**config.mk**
```make
export PLATFORM = sky130hd
export DESIGN_NAME = cb_prefix_bit_shift_unit_top_flat
export DESIGN_NICKNAME = d
export VERILOG_FILES = /design/src/cbsu_pkg.sv /design/src/cbsu_in_if.sv /design/src/cbsu_out_if.sv /design/src/cb_prefix_bit_shift_unit_top.sv /design/src/cbsu_exec.sv /design/src/flat_wrapper.sv
export SDC_FILE = /design/constraint.sdc
export NUM_CORES = 1
export LEC_CHECK = 0
export BUFFER_PORTS_ARGS = -buffer_cell sky130_fd_sc_hd__buf_2
export CORE_MARGIN = 2
export CORE_UTILIZATION = 50
export CTS_CLUSTER_DIAMETER = 100
export DETAILED_ROUTE_END_ITERATION = 7
export GPL_ROUTABILITY_DRIVEN = 0
export HOLD_SLACK_MARGIN = 0.06
export PLACE_DENSITY_LB_ADDON = 0.1
export SYNTH_ARGS = -nofsm -noshare
export SYNTH_HDL_FRONTEND = slang
export SYNTH_HIERARCHICAL = 1
export SYNTH_SLANG_ARGS = --single-unit
export TNS_END_PERCENT = 100
```
**constraint.sdc**
```tcl
create_clock -name clk -period 3.4 [get_ports clk]
set_clock_uncertainty 0.15 [all_clocks]
set_input_delay 0.17 -clock clk [delete_from_list [all_inputs] [get_ports clk]]
set_output_delay 0.17 -clock clk [all_outputs]
set_load 0.1 [all_outputs]
```
**src/cbsu_pkg.sv**
```systemverilog
// Shared types, opcode field codes and constants for the CB-prefix bit/shift unit.
// No dependencies; imported by the top level, cbsu_exec and the bench.
`default_nettype none

package cbsu_pkg;

    localparam int RegCount = 7;
    localparam int RegIdxW  = 3;

    // Register file entries: B, C, D, E, H, L, A
    localparam logic [RegIdxW-1:0] REG_H = 3'd4;
    localparam logic [RegIdxW-1:0] REG_L = 3'd5;
    localparam logic [RegIdxW-1:0] REG_A = 3'd6;

    // Operand select codes (opcode bits 2..0)
    localparam logic [2:0] OPERAND_HL = 3'd6;
    localparam logic [2:0] OPERAND_A  = 3'd7;

    // Group codes (opcode bits 7..6)
    localparam logic [1:0] GROUP_SHIFT = 2'd0;
    localparam logic [1:0] GROUP_BIT   = 2'd1;
    localparam logic [1:0] GROUP_RES   = 2'd2;
    localparam logic [1:0] GROUP_SET   = 2'd3;

    // Rotate/shift kinds (opcode bits 5..3 in the shift group)
    localparam logic [2:0] SH_RLC  = 3'd0;
    localparam logic [2:0] SH_RRC  = 3'd1;
    localparam logic [2:0] SH_RL   = 3'd2;
    localparam logic [2:0] SH_RR   = 3'd3;
    localparam logic [2:0] SH_SLA  = 3'd4;
    localparam logic [2:0] SH_SRA  = 3'd5;
    localparam logic [2:0] SH_SWAP = 3'd6;
    localparam logic [2:0] SH_SRL  = 3'd7;

    // Flag nibble bit positions
    localparam int FLAG_Z = 3;
    localparam int FLAG_N = 2;
    localparam int FLAG_H = 1;
    localparam int FLAG_C = 0;

    localparam logic [4:0] CYCLES_REG    = 5'd8;
    localparam logic [4:0] CYCLES_BIT_HL = 5'd12;
    localparam logic [4:0] CYCLES_HL     = 5'd16;

    typedef logic [RegCount-1:0][7:0] regfile_t;

    typedef struct packed {
        logic [7:0]  result_value;
        logic [3:0]  flags_out;
        logic        mem_write;
        logic [15:0] mem_address;
        logic [7:0]  mem_write_data;
        logic [4:0]  cycle_count;
        logic [15:0] next_pc;
    } result_t;

    typedef struct packed {
        logic               reg_we;
        logic [RegIdxW-1:0] reg_idx;
        logic [7:0]         reg_value;
    } reg_update_t;

endpackage

`default_nettype wire

```
**src/cbsu_in_if.sv**
```systemverilog
// Input channel: one instruction word (opcode plus byte at HL) with valid/ready.
// Depends on nothing.
`default_nettype none

interface cbsu_in_if;
    logic       valid;
    logic       ready;
    logic [7:0] opcode;
    logic [7:0] mem_data;

    modport source (output valid, output opcode, output mem_data, input ready);
    modport sink   (input valid, input opcode, input mem_data, output ready);
endinterface

`default_nettype wire

```
**src/cbsu_out_if.sv**
```systemverilog
// Output channel: one result word per instruction with valid/ready.
// Depends on nothing.
`default_nettype none

interface cbsu_out_if;
    logic        valid;
    logic        ready;
    logic [7:0]  result_value;
    logic [3:0]  flags_out;
    logic        mem_write;
    logic [15:0] mem_address;
    logic [7:0]  mem_write_data;
    logic [4:0]  cycle_count;
    logic [15:0] next_pc;

    modport source (output valid, output result_value, output flags_out, output mem_write,
                    output mem_address, output mem_write_data, output cycle_count,
                    output next_pc, input ready);
    modport sink   (input valid, input result_value, input flags_out, input mem_write,
                    input mem_address, input mem_write_data, input cycle_count,
                    input next_pc, output ready);
endinterface

`default_nettype wire

```
**src/cb_prefix_bit_shift_unit_top.sv**
```systemverilog
// Top level of the CB-prefix bit/shift unit: input register, execute logic, result register.
// Depends on cbsu_pkg, cbsu_in_if, cbsu_out_if and cbsu_exec.
`default_nettype none

// Executes the second byte of a CB-prefixed SM83 instruction (rotates, shifts,
// SWAP, BIT, RES, SET) against an internal register file B, C, D, E, H, L, A,
// a Z/N/H/C flag nibble and a program counter, all cleared by reset. Each
// input word carries the opcode and the byte currently at HL; the result word
// gives the new operand value, flags, an optional write back to HL, the cycle
// count of the instruction (8, 12 or 16) and the next PC. Throughput is one
// word per clock while the receiver takes results: an accepted word waits in
// the input register, is executed in a single combinational pass, and lands
// in the result register once that register is empty or being taken, which
// makes the result word valid on the channel. The register file, flags and
// PC update at the same edge the result is captured, so the next word
// already sees them. Input ready drops only when both registers hold a
// word and the result is not being taken.

module cb_prefix_bit_shift_unit_top
    import cbsu_pkg::*;
(
    input wire logic   clk,
    input wire logic   rst_n,
    cbsu_in_if.sink    item_in,
    cbsu_out_if.source item_out
);

    // input stage
    logic        in_valid_reg;
    logic [7:0]  opcode_reg;
    logic [7:0]  mem_data_reg;

    // architectural state
    regfile_t    regs_reg;
    logic [3:0]  flags_reg;
    logic [15:0] pc_reg;

    // result stage
    logic        out_valid_reg;
    result_t     out_reg;

    result_t     exec_result;
    reg_update_t exec_reg_upd;
    logic [3:0]  exec_flags;

    logic        out_advance;
    logic        exec_fire;

    assign out_advance   = !out_valid_reg || item_out.ready;
    assign exec_fire     = in_valid_reg && out_advance;
    assign item_in.ready = !in_valid_reg || out_advance;

    cbsu_exec u_exec (
        .opcode     (opcode_reg),
        .mem_data   (mem_data_reg),
        .regs       (regs_reg),
        .flags      (flags_reg),
        .pc         (pc_reg),
        .result     (exec_result),
        .reg_upd    (exec_reg_upd),
        .flags_next (exec_flags)
    );

    always_ff @(posedge clk or negedge rst_n)
    begin
        if (!rst_n)
        begin
            in_valid_reg  <= 1'b0;
            out_valid_reg <= 1'b0;
            regs_reg      <= '0;
            flags_reg     <= 4'h0;
            pc_reg        <= 16'h0000;
        end
        else
        begin
            if (item_in.ready)
                in_valid_reg <= item_in.valid;
            if (out_advance)
                out_valid_reg <= in_valid_reg;
            if (exec_fire)
            begin
                flags_reg <= exec_flags;
                pc_reg    <= exec_result.next_pc;
                if (exec_reg_upd.reg_we)
                    regs_reg[exec_reg_upd.reg_idx] <= exec_reg_upd.reg_value;
            end
        end
    end

    // payload registers, no reset
    always_ff @(posedge clk)
    begin
        if (item_in.ready && item_in.valid)
        begin
            opcode_reg   <= item_in.opcode;
            mem_data_reg <= item_in.mem_data;
        end
        if (exec_fire)
            out_reg <= exec_result;
    end

    assign item_out.valid          = out_valid_reg;
    assign item_out.result_value   = out_reg.result_value;
    assign item_out.flags_out      = out_reg.flags_out;
    assign item_out.mem_write      = out_reg.mem_write;
    assign item_out.mem_address    = out_reg.mem_address;
    assign item_out.mem_write_data = out_reg.mem_write_data;
    assign item_out.cycle_count    = out_reg.cycle_count;
    assign item_out.next_pc        = out_reg.next_pc;

endmodule

`default_nettype wire

```
**src/cbsu_exec.sv**
```systemverilog
// Combinational execute logic for one CB-prefixed opcode.
// Depends on cbsu_pkg.
`default_nettype none

module cbsu_exec
    import cbsu_pkg::*;
(
    input  wire logic [7:0]  opcode,
    input  wire logic [7:0]  mem_data,
    input  wire regfile_t    regs,
    input  wire logic [3:0]  flags,
    input  wire logic [15:0] pc,
    output result_t          result,
    output reg_update_t      reg_upd,
    output logic [3:0]       flags_next
);

    logic [2:0]         sel;
    logic [1:0]         grp;
    logic [2:0]         fld;
    logic               is_mem;
    logic [RegIdxW-1:0] ridx;
    logic [7:0]         operand;
    logic [7:0]         bit_mask;
    logic [7:0]         sh_value;
    logic               sh_carry;
    logic [7:0]         res;
    logic               writes;
    logic               cin;

    assign sel      = opcode[2:0];
    assign grp      = opcode[7:6];
    assign fld      = opcode[5:3];
    assign is_mem   = (sel == OPERAND_HL);
    assign ridx     = (sel == OPERAND_A) ? REG_A : sel;
    assign operand  = is_mem ? mem_data : regs[ridx];
    assign bit_mask = 8'b1 << fld;
    assign cin      = flags[FLAG_C];

    always_comb
    begin
        unique case (fld)
            SH_RLC:  begin sh_carry = operand[7]; sh_value = {operand[6:0], operand[7]}; end
            SH_RRC:  begin sh_carry = operand[0]; sh_value = {operand[0], operand[7:1]}; end
            SH_RL:   begin sh_carry = operand[7]; sh_value = {operand[6:0], cin}; end
            SH_RR:   begin sh_carry = operand[0]; sh_value = {cin, operand[7:1]}; end
            SH_SLA:  begin sh_carry = operand[7]; sh_value = {operand[6:0], 1'b0}; end
            SH_SRA:  begin sh_carry = operand[0]; sh_value = {operand[7], operand[7:1]}; end
            SH_SWAP: begin sh_carry = 1'b0;       sh_value = {operand[3:0], operand[7:4]}; end
            SH_SRL:  begin sh_carry = operand[0]; sh_value = {1'b0, operand[7:1]}; end
            default: begin sh_carry = 1'b0;       sh_value = operand; end
        endcase
    end

    always_comb
    begin
        res        = operand;
        writes     = 1'b1;
        flags_next = flags;
        unique case (grp)
            GROUP_SHIFT:
            begin
                res        = sh_value;
                flags_next = {(sh_value == 8'h00), 1'b0, 1'b0, sh_carry};
            end
            GROUP_BIT:
            begin
                writes     = 1'b0;
                flags_next = {~|(operand & bit_mask), 1'b0, 1'b1, flags[FLAG_C]};
            end
            GROUP_RES: res = operand & ~bit_mask;
            GROUP_SET: res = operand | bit_mask;
            default:   res = operand;
        endcase
    end

    always_comb
    begin
        result.result_value   = res;
        result.flags_out      = flags_next;
        result.mem_write      = is_mem && writes;
        result.mem_address    = {regs[REG_H], regs[REG_L]};
        result.mem_write_data = (is_mem && writes) ? res : 8'h00;
        result.cycle_count    = !is_mem ? CYCLES_REG : (writes ? CYCLES_HL : CYCLES_BIT_HL);
        result.next_pc        = pc + 16'd1;

        reg_upd.reg_we    = !is_mem && writes;
        reg_upd.reg_idx   = ridx;
        reg_upd.reg_value = res;
    end

endmodule

`default_nettype wire

```
**src/flat_wrapper.sv**
```systemverilog
// flat-port wrapper written by rule: the top's interface ports become plain ports
module cb_prefix_bit_shift_unit_top_flat import cbsu_pkg::*;
  (clk, rst_n, item_in_valid, item_in_opcode, item_in_mem_data, item_in_ready, item_out_valid, item_out_result_value, item_out_flags_out, item_out_mem_write, item_out_mem_address, item_out_mem_write_data, item_out_cycle_count, item_out_next_pc, item_out_ready);
  cbsu_in_if item_in_i ();
  cbsu_out_if item_out_i ();
  input wire logic clk;
  input wire logic rst_n;
  input wire logic [$bits(item_in_i.valid)-1:0] item_in_valid;
  input wire logic [$bits(item_in_i.opcode)-1:0] item_in_opcode;
  input wire logic [$bits(item_in_i.mem_data)-1:0] item_in_mem_data;
  output wire logic [$bits(item_in_i.ready)-1:0] item_in_ready;
  output wire logic [$bits(item_out_i.valid)-1:0] item_out_valid;
  output wire logic [$bits(item_out_i.result_value)-1:0] item_out_result_value;
  output wire logic [$bits(item_out_i.flags_out)-1:0] item_out_flags_out;
  output wire logic [$bits(item_out_i.mem_write)-1:0] item_out_mem_write;
  output wire logic [$bits(item_out_i.mem_address)-1:0] item_out_mem_address;
  output wire logic [$bits(item_out_i.mem_write_data)-1:0] item_out_mem_write_data;
  output wire logic [$bits(item_out_i.cycle_count)-1:0] item_out_cycle_count;
  output wire logic [$bits(item_out_i.next_pc)-1:0] item_out_next_pc;
  input wire logic [$bits(item_out_i.ready)-1:0] item_out_ready;
  assign item_in_i.valid = item_in_valid;
  assign item_in_i.opcode = item_in_opcode;
  assign item_in_i.mem_data = item_in_mem_data;
  assign item_in_ready = item_in_i.ready;
  assign item_out_valid = item_out_i.valid;
  assign item_out_result_value = item_out_i.result_value;
  assign item_out_flags_out = item_out_i.flags_out;
  assign item_out_mem_write = item_out_i.mem_write;
  assign item_out_mem_address = item_out_i.mem_address;
  assign item_out_mem_write_data = item_out_i.mem_write_data;
  assign item_out_cycle_count = item_out_i.cycle_count;
  assign item_out_next_pc = item_out_i.next_pc;
  assign item_out_i.ready = item_out_ready;
  cb_prefix_bit_shift_unit_top u_core (.clk(clk), .rst_n(rst_n), .item_in(item_in_i), .item_out(item_out_i));
endmodule
```
======== Word-level counts from Yosys, hierarchy flattened ========
Index checks and enable logic that the tools add are counted.
W data, S select, Z words.
word-level totals
  bits in read-only memories .............. 0
  memories ................................ 0
  input port bits ......................... 20
  word-level logic and storage cells ...... 71
  bits in latches ......................... 0
  flip-flop bits (word level) ............. 152
  RAM bits ................................ 0
cells by class
  eq/ne operators ......................... 12
  shifts and indexed selects .............. 1
  bitwise logic cells ..................... 4
  reduce and logical (&&, ||, !) cells .... 18
  multiply operators ...................... 0
  add/subtract/negate cells ............... 1
  multiplexer cells ....................... 13
  magnitude comparators ................... 2
  divide/modulo/power cells ............... 0
operator list
  kind                     count
  $pmux W8 S8              1
  $bwmux W56               1
  $bmux W8 S3              1
  $demux W8 S3             1
  $mux W8                  3
  $pmux W8 S3              1
  $eq A3 B3 Y1 const B     6
  $add A16 B1 Y16 const B  1
  $and A8 B8 Y8            2
  $logic_not A8 Y1         1
  $not A8 Y8               1
  $or A8 B8 Y8             1
  $pmux W4 S2              1
  $reduce_or A8 Y1         1
  $shl A1 B3 Y8 const A    1
  $eq A3 B2 Y1 const B     2
  $logic_and A1 B1 Y1      5
  $mux W5                  1
  $eq A2 B2 Y1 const B     2
  $logic_not A1 Y1         4
  $lt A3 B4 Y1 const B     1
  $reduce_or A4 Y1         1
  $eq A3 B1 Y1 const B     1
  $ge A3 B1 Y1 const B     1
  9 further kinds          10

======== Depth between registers and ports, before layout ========
  word-level depth ........................ 9
  mapped depth ............................ 11
  depth with buffers taken out ............ 8

======== Modules after synthesis ========
Netlist, hierarchy kept.
by module, submodules not included
  module                        cells each  area each (µm²)  instances
  cb_prefix_bit_shift_unit_top  252         5275.1           1
  cbsu_exec                     272         1963.1           1

======== Worst setup path before layout ========
OpenSTA, ideal clock, no wires.
  path type ............................... register -> register
  from .................................... register u_core.out_valid_reg (netlist: u_core/item_out.valid)
  to ...................................... register u_core.out_reg, in the netlist u_core/item_out.cycle_count[0], enable pin
  setup slack ............................. 0.131 ns
  arrival ................................. 2.707 ns
  clock period less this slack ............ 3.269 ns
  cell stages (with the launch flop) ...... 6
  library setup time ...................... 0.412 ns
  path through ............................ dfrtp_1 nor2b_1 buf_4 nand2b_1 buf_2 inv_1
on the way
  longest elaborated chain between the ends .. 3
RTL lines
  what                        line                                text
  start, declared             cb_prefix_bit_shift_unit_top.sv:39  logic out_valid_reg;
  start signal, assigned      cb_prefix_bit_shift_unit_top.sv:79  out_valid_reg <= in_valid_reg;
  $logic_not A1 Y1            cb_prefix_bit_shift_unit_top.sv:49  assign out_advance = !out_valid_reg || item_out.ready;
  $logic_or A1 B1 Y1          cb_prefix_bit_shift_unit_top.sv:49
  $logic_and A1 B1 Y1         cb_prefix_bit_shift_unit_top.sv:50  assign exec_fire = in_valid_reg && out_advance;
  named net u_core.exec_fire  cb_prefix_bit_shift_unit_top.sv:47  logic exec_fire;
  end signal, assigned        cb_prefix_bit_shift_unit_top.sv:99  out_reg <= exec_result;
  end, declared               cb_prefix_bit_shift_unit_top.sv:40  result_t out_reg;
The timed path passes the listed nets, and every way through them passes these cells.
A chain may end at the register's enable or synchronous reset.

======== Worst setup path in the final report ========
  from .................................... register u_core.opcode_reg[1]
  to ...................................... register u_core.flags_reg[3]
on the way
  longest elaborated chain between the ends .. 9
  elaborated cells between the ends (all ways) .. 12
RTL lines
  what                                                                 line                                text
  start, declared                                                      cb_prefix_bit_shift_unit_top.sv:30  logic [7:0] opcode_reg;
  start signal, assigned                                               cb_prefix_bit_shift_unit_top.sv:95  opcode_reg <= item_in.opcode;
  $eq A3 B3 Y1                                                         cbsu_exec.sv:35                     assign ridx = (sel == OPERAND_A) ? REG_A : sel;
  $mux W3                                                              cbsu_exec.sv:35
  $bmux W8 S3                                                          cbsu_exec.sv:36                     assign operand = is_mem ? mem_data : regs[ridx];
  $mux W8 (implied by the code)                                        cbsu_exec.sv:36
  $mux W8 (*)                                                          cbsu_exec.sv:36
  parallel branches: the longest is 3 deep, another holds $pmux W8 S8  -
  $pmux W4 S2 (*)                                                      cbsu_exec.sv:60                     unique case (grp)
  named net u_core.exec_flags[3]                                       cb_prefix_bit_shift_unit_top.sv:44  logic [3:0] exec_flags;
  end signal, assigned                                                 cb_prefix_bit_shift_unit_top.sv:82  flags_reg <= exec_flags;
  end, declared                                                        cb_prefix_bit_shift_unit_top.sv:35  logic [3:0] flags_reg;
Mark *: on every way through the listed nets, which the timed path passes. The select of a mux whose other input is x is not followed.

==> flow_metrics.py <==
metrics = {
    "routing": {
        "drt_pass1_iterations": 5,
        "drcViolationCount": 0,
        "route.detailed.vias_per_inst": 5.634,
        "drt_iter0_markers": 397,
        "total_wire_length_um": 15140,
        "antenna_left": 0,
        "via_count": 4558,
        "detail_route.wl_per_cell_um": 18.72,
    },
    "cts": {
        "cts_buffer_depth": 2,
        "cts_inserted_buffers": 17,
        "clock_tree.root_cell": "sky130_fd_sc_hd__clkbuf_16",
        "numClockSinks": 152,
        "worstSkewPairLatency_ns": 0.42,
        "clk_pin_slew_worst_paths_ns": 0.06,
        "cts_h_tree_lvls": 4,
        "tritoncts": "yes",
    },
    "synthesis": {
        "synthFlopType": "sky130_fd_sc_hd__dfrtp_1",
        "yosysWarningCount": 6,
        "synth_enable_flop_cells": 74,
        "postSynthCellCount": 524,
        "average_size_of_a_mapped_cell_um2": 13.81,
        "ys_types": 66,
        "async_reset_ff_frac": 0.5132,
        "mappedNetlistArea_um2": 7238,
        "ys_ff_latch": 152,
        "seq_area_frac_synth": 0.5767,
    },
    "power": {
        "power_density_nw_per_um2": 793.2,
        "largest_voltage_drop_on_the_vdd_net_uv": 553.1,
        "cellLeakagePower_uw": 0.003621,
    },
    "sta": {
        "grt_setup_unrepaired": "false",
        "fmax_ghz": 0.3142,
        "layout_worst_path_cycle_share": 0.9362,
        "timing.slew.headroom": 0.3227,
        "setup_viol_count_final": 0,
        "layout_min_cycle_time_ns": 3.183,
        "worst_pin_slew_ns": 1.016,
        "hold_viol": 0,
        "final.setup.tns_ns": 0,
        "final-max-slew-violation-count": 0,
    },
    "floorplan": {
        "design.portCount": 80,
        "coreArea_um2": 13990,
        "die_h_um": 124.3,
        "placementRows": 43,
        "starting_density_of_the_core": 0.5174,
        "die-area_um2": 15450,
        "fp.dieW_um": 124.3,
    },
    "cells_and_area": {
        "layout_common_cells": "sky130_fd_sc_hd__mux2_2 (80), sky130_fd_sc_hd__buf_2 (78), sky130_fd_sc_hd__dfrtp_1 (78)",
        "commonest_non_fill_non_tap_cell_in_the_layout": "sky130_fd_sc_hd__mux2_2",
        "final_layout_size_suffix_gt1_frac": 0.3911,
        "largest_reg_flops": 56,
        "post_layout_nonfiller_instances": 809,
        "area_growth_syn_to_layout_pct": 16.99,
        "finalNetCount": 637,
        "antennaDiodeCount": 0,
    },
    "global_routing": {
        "first_global_vias": 4426,
        "grt_use_total": 0.2044,
        "grt_antenna_before_repair": 0,
        "first_pass_grt_wire_length_um": 24380,
        "maximum_number_of_pins_on_one_net_before_global_route_repair": 79,
        "gr-total-overflow": 0,
    },
    "job": {
        "max-cap-violations": 0,
    },
    "critical_path": {
        "timing.critical_path.to_type": "flop",
        "worst-endpoint-required_ns": 3.61,
        "startpoint_type": "flop",
        "path_class": "flop to flop",
        "cp_slowest_cell": "sky130_fd_sc_hd__or4_1",
        "critPathMaxFanout": 7,
        "critical_path.cell_chain": "buf_12 -> mux4_2 -> and2_0 -> a221o_1 -> o221a_1 -> or4_1 -> o31ai_1 -> mux2_2",
        "critical-path-max-stage-delay_ns": 0.51,
        "worst-endpoint-arrival_ns": 3.40,
    },
    "place": {
        "dp.final_hpwl_um": 10210,
        "numPortBuffers": 79,
        "numPlacedInstances": 758,
    },
    "status": {
        "status": "finished, final reports clean",
    },
    "worst_hold_path": {
        "worstHoldPathType": "input port to flop",
    },
}
-- cell families (layout without fill, tap and decap cells) --
| kind of cell | count (synthesis) | after routing | share of synthesized area |
|---|---|---|---|
| muxes | 102 | 102 | 0.1777 |
| DFF | 152 | 152 | 0.5767 |
| other | 1 | 2 | 0.0005181 |
| buffers and inverters | 63 | 167 | 0.06188 |
| xor gates and xnor gates | 14 | 14 | 0.01694 |
| and+or+nand+nor | 123 | 123 | 0.09974 |
| adders and majority gates | 1 | 1 | 0.001728 |
| AOI/OAI and AO/OA | 68 | 68 | 0.06483 |
-- power by group --
group          internal, uW  switching [uW]  total, uW
Clock                  1140             737       1880
Combinational           699            1440       2140
Sequential             2440             257       2700
Total                  4280            2440       6720
-- critical path: cells and delay by family, from the launching register on --
| kind | cells | cell delay (ns) |
|---|---|---|
| flip-flops | 1 | 0.38 |
| buffers and inverters | 1 | 0.14 |
| multiplexers | 2 | 0.70 |
| AO/OA/AOI/OAI | 3 | 1.07 |
| AND/OR/NAND/NOR | 2 | 0.68 |
-- worst paths after layout --
check                                                  end  cells past startpoint  slack, ns                 start
max                                    u_core/flags_reg[3]                      8       0.22  u_core/opcode_reg[1]
min                                    u_core/in_valid_reg                      5       0.14        item_out_ready
max reg2reg                            u_core/flags_reg[3]                      8       0.22  u_core/opcode_reg[1]
min reg2reg                u_core/item_out.mem_address[12]                      0       0.32   u_core/regs_reg[36]
max in group asynchronous              u_core/regs_reg[50]                      2       2.13                 rst_n
min in group asynchronous               u_core/regs_reg[5]                      2       0.31                 rst_n
-- Yosys cell counts (2+ instances only) --
cell type | n | share of area
sky130_fd_sc_hd__mux2_2 | 80 | 0.12
sky130_fd_sc_hd__dfrtp_1 | 78 | 0.27
sky130_fd_sc_hd__edfxtp_1 | 74 | 0.31
sky130_fd_sc_hd__nand2_1 | 35 | 0.018
sky130_fd_sc_hd__buf_4 | 33 | 0.034
sky130_fd_sc_hd__nor2_1 | 26 | 0.013
sky130_fd_sc_hd__a21oi_1 | 17 | 0.012
sky130_fd_sc_hd__o21ai_0 | 15 | 0.010
sky130_fd_sc_hd__xnor2_1 | 11 | 0.013
sky130_fd_sc_hd__and2_1 | 9 | 0.0078
sky130_fd_sc_hd__clkbuf_1 | 9 | 0.0047
sky130_fd_sc_hd__mux2i_1 | 9 | 0.012
sky130_fd_sc_hd__mux4_2 | 9 | 0.028
sky130_fd_sc_hd__inv_1 | 7 | 0.0036
sky130_fd_sc_hd__nand2b_1 | 7 | 0.0060
sky130_fd_sc_hd__nand3_1 | 7 | 0.0048
sky130_fd_sc_hd__a31oi_1 | 5 | 0.0043
sky130_fd_sc_hd__and3_1 | 5 | 0.0043
sky130_fd_sc_hd__buf_2 | 5 | 0.0035
sky130_fd_sc_hd__nand3b_1 | 4 | 0.0041
sky130_fd_sc_hd__nand4_1 | 4 | 0.0035
sky130_fd_sc_hd__o211ai_1 | 4 | 0.0041
sky130_fd_sc_hd__a211oi_1 | 3 | 0.0031
sky130_fd_sc_hd__a221o_1 | 3 | 0.0041
sky130_fd_sc_hd__buf_6 | 3 | 0.0047
sky130_fd_sc_hd__clkbuf_8 | 3 | 0.0057
sky130_fd_sc_hd__mux4_1 | 3 | 0.011
sky130_fd_sc_hd__nor2b_1 | 3 | 0.0026
sky130_fd_sc_hd__nor3b_1 | 3 | 0.0031
sky130_fd_sc_hd__nor4_4 | 3 | 0.0088
sky130_fd_sc_hd__or2_2 | 3 | 0.0026
sky130_fd_sc_hd__xor2_1 | 3 | 0.0036
sky130_fd_sc_hd__a221oi_1 | 2 | 0.0024
sky130_fd_sc_hd__a22oi_1 | 2 | 0.0021
sky130_fd_sc_hd__a2bb2oi_1 | 2 | 0.0024
sky130_fd_sc_hd__nor3_1 | 2 | 0.0014
sky130_fd_sc_hd__nor3_4 | 2 | 0.0045
sky130_fd_sc_hd__nor4b_4 | 2 | 0.0066
sky130_fd_sc_hd__o21a_1 | 2 | 0.0021
-- layout make-up --
| type | count | area [um2] |
|---|---|---|
| Clock buffer | 21 | 471.7 |
| Clock inverter | 11 | 118.9 |
| Fill cell | 1108 | 5520 |
| Inverter | 8 | 30.03 |
| Multi-Input combinational cell | 310 | 2620 |
| Sequential cell | 152 | 4174 |
| Tap cell | 180 | 225.2 |
| Timing Repair Buffer | 127 | 828.3 |
-- repair_timing --
| item | in CTS | in global routing |
|---|---|---|
| setup endpoints to repair | 0 | 1 |
| gates resized for setup | 0 | 0 |
| endpoints found under the hold margin | 95 | 0 |
| setup buffers | 0 | 1 |
| hold buffers | 18 | 0 |
-- metrics by stage --
stage | power [uW] | utilization | setup slack, ns | hold slack [ns] | cell area [um2]
global placement | 4796 | 0.5488 | 0.1836 | 0.1968 | 7677
detailed placement | 4839 | 0.5488 | 0.09664 | 0.1981 | 7677
CTS | 6753 | 0.6039 | 0.08454 | 0.1283 | 8448
floorplan | 4534 | - | 0.1312 | -0.2756 | 7242
global route | 7006 | 0.6054 | 0.1437 | 0.1592 | 8468
finish | 6717 | 0.6054 | 0.2169 | 0.1440 | 8468
-- routing by layer --
metal | share of wire | up-vias | global-route usage | wire, um
li1 | - | 2097 | - | -
met5 | 0 | - | 0 | 0
met4 | 0.025 | 0 | 0.08460 | 374
met2 | 0.49 | 166 | 0.3243 | 7387
met1 | 0.44 | 2257 | 0.2765 | 6660
met3 | 0.048 | 38 | 0.04210 | 720
Power figures use the tool's default switching activity.
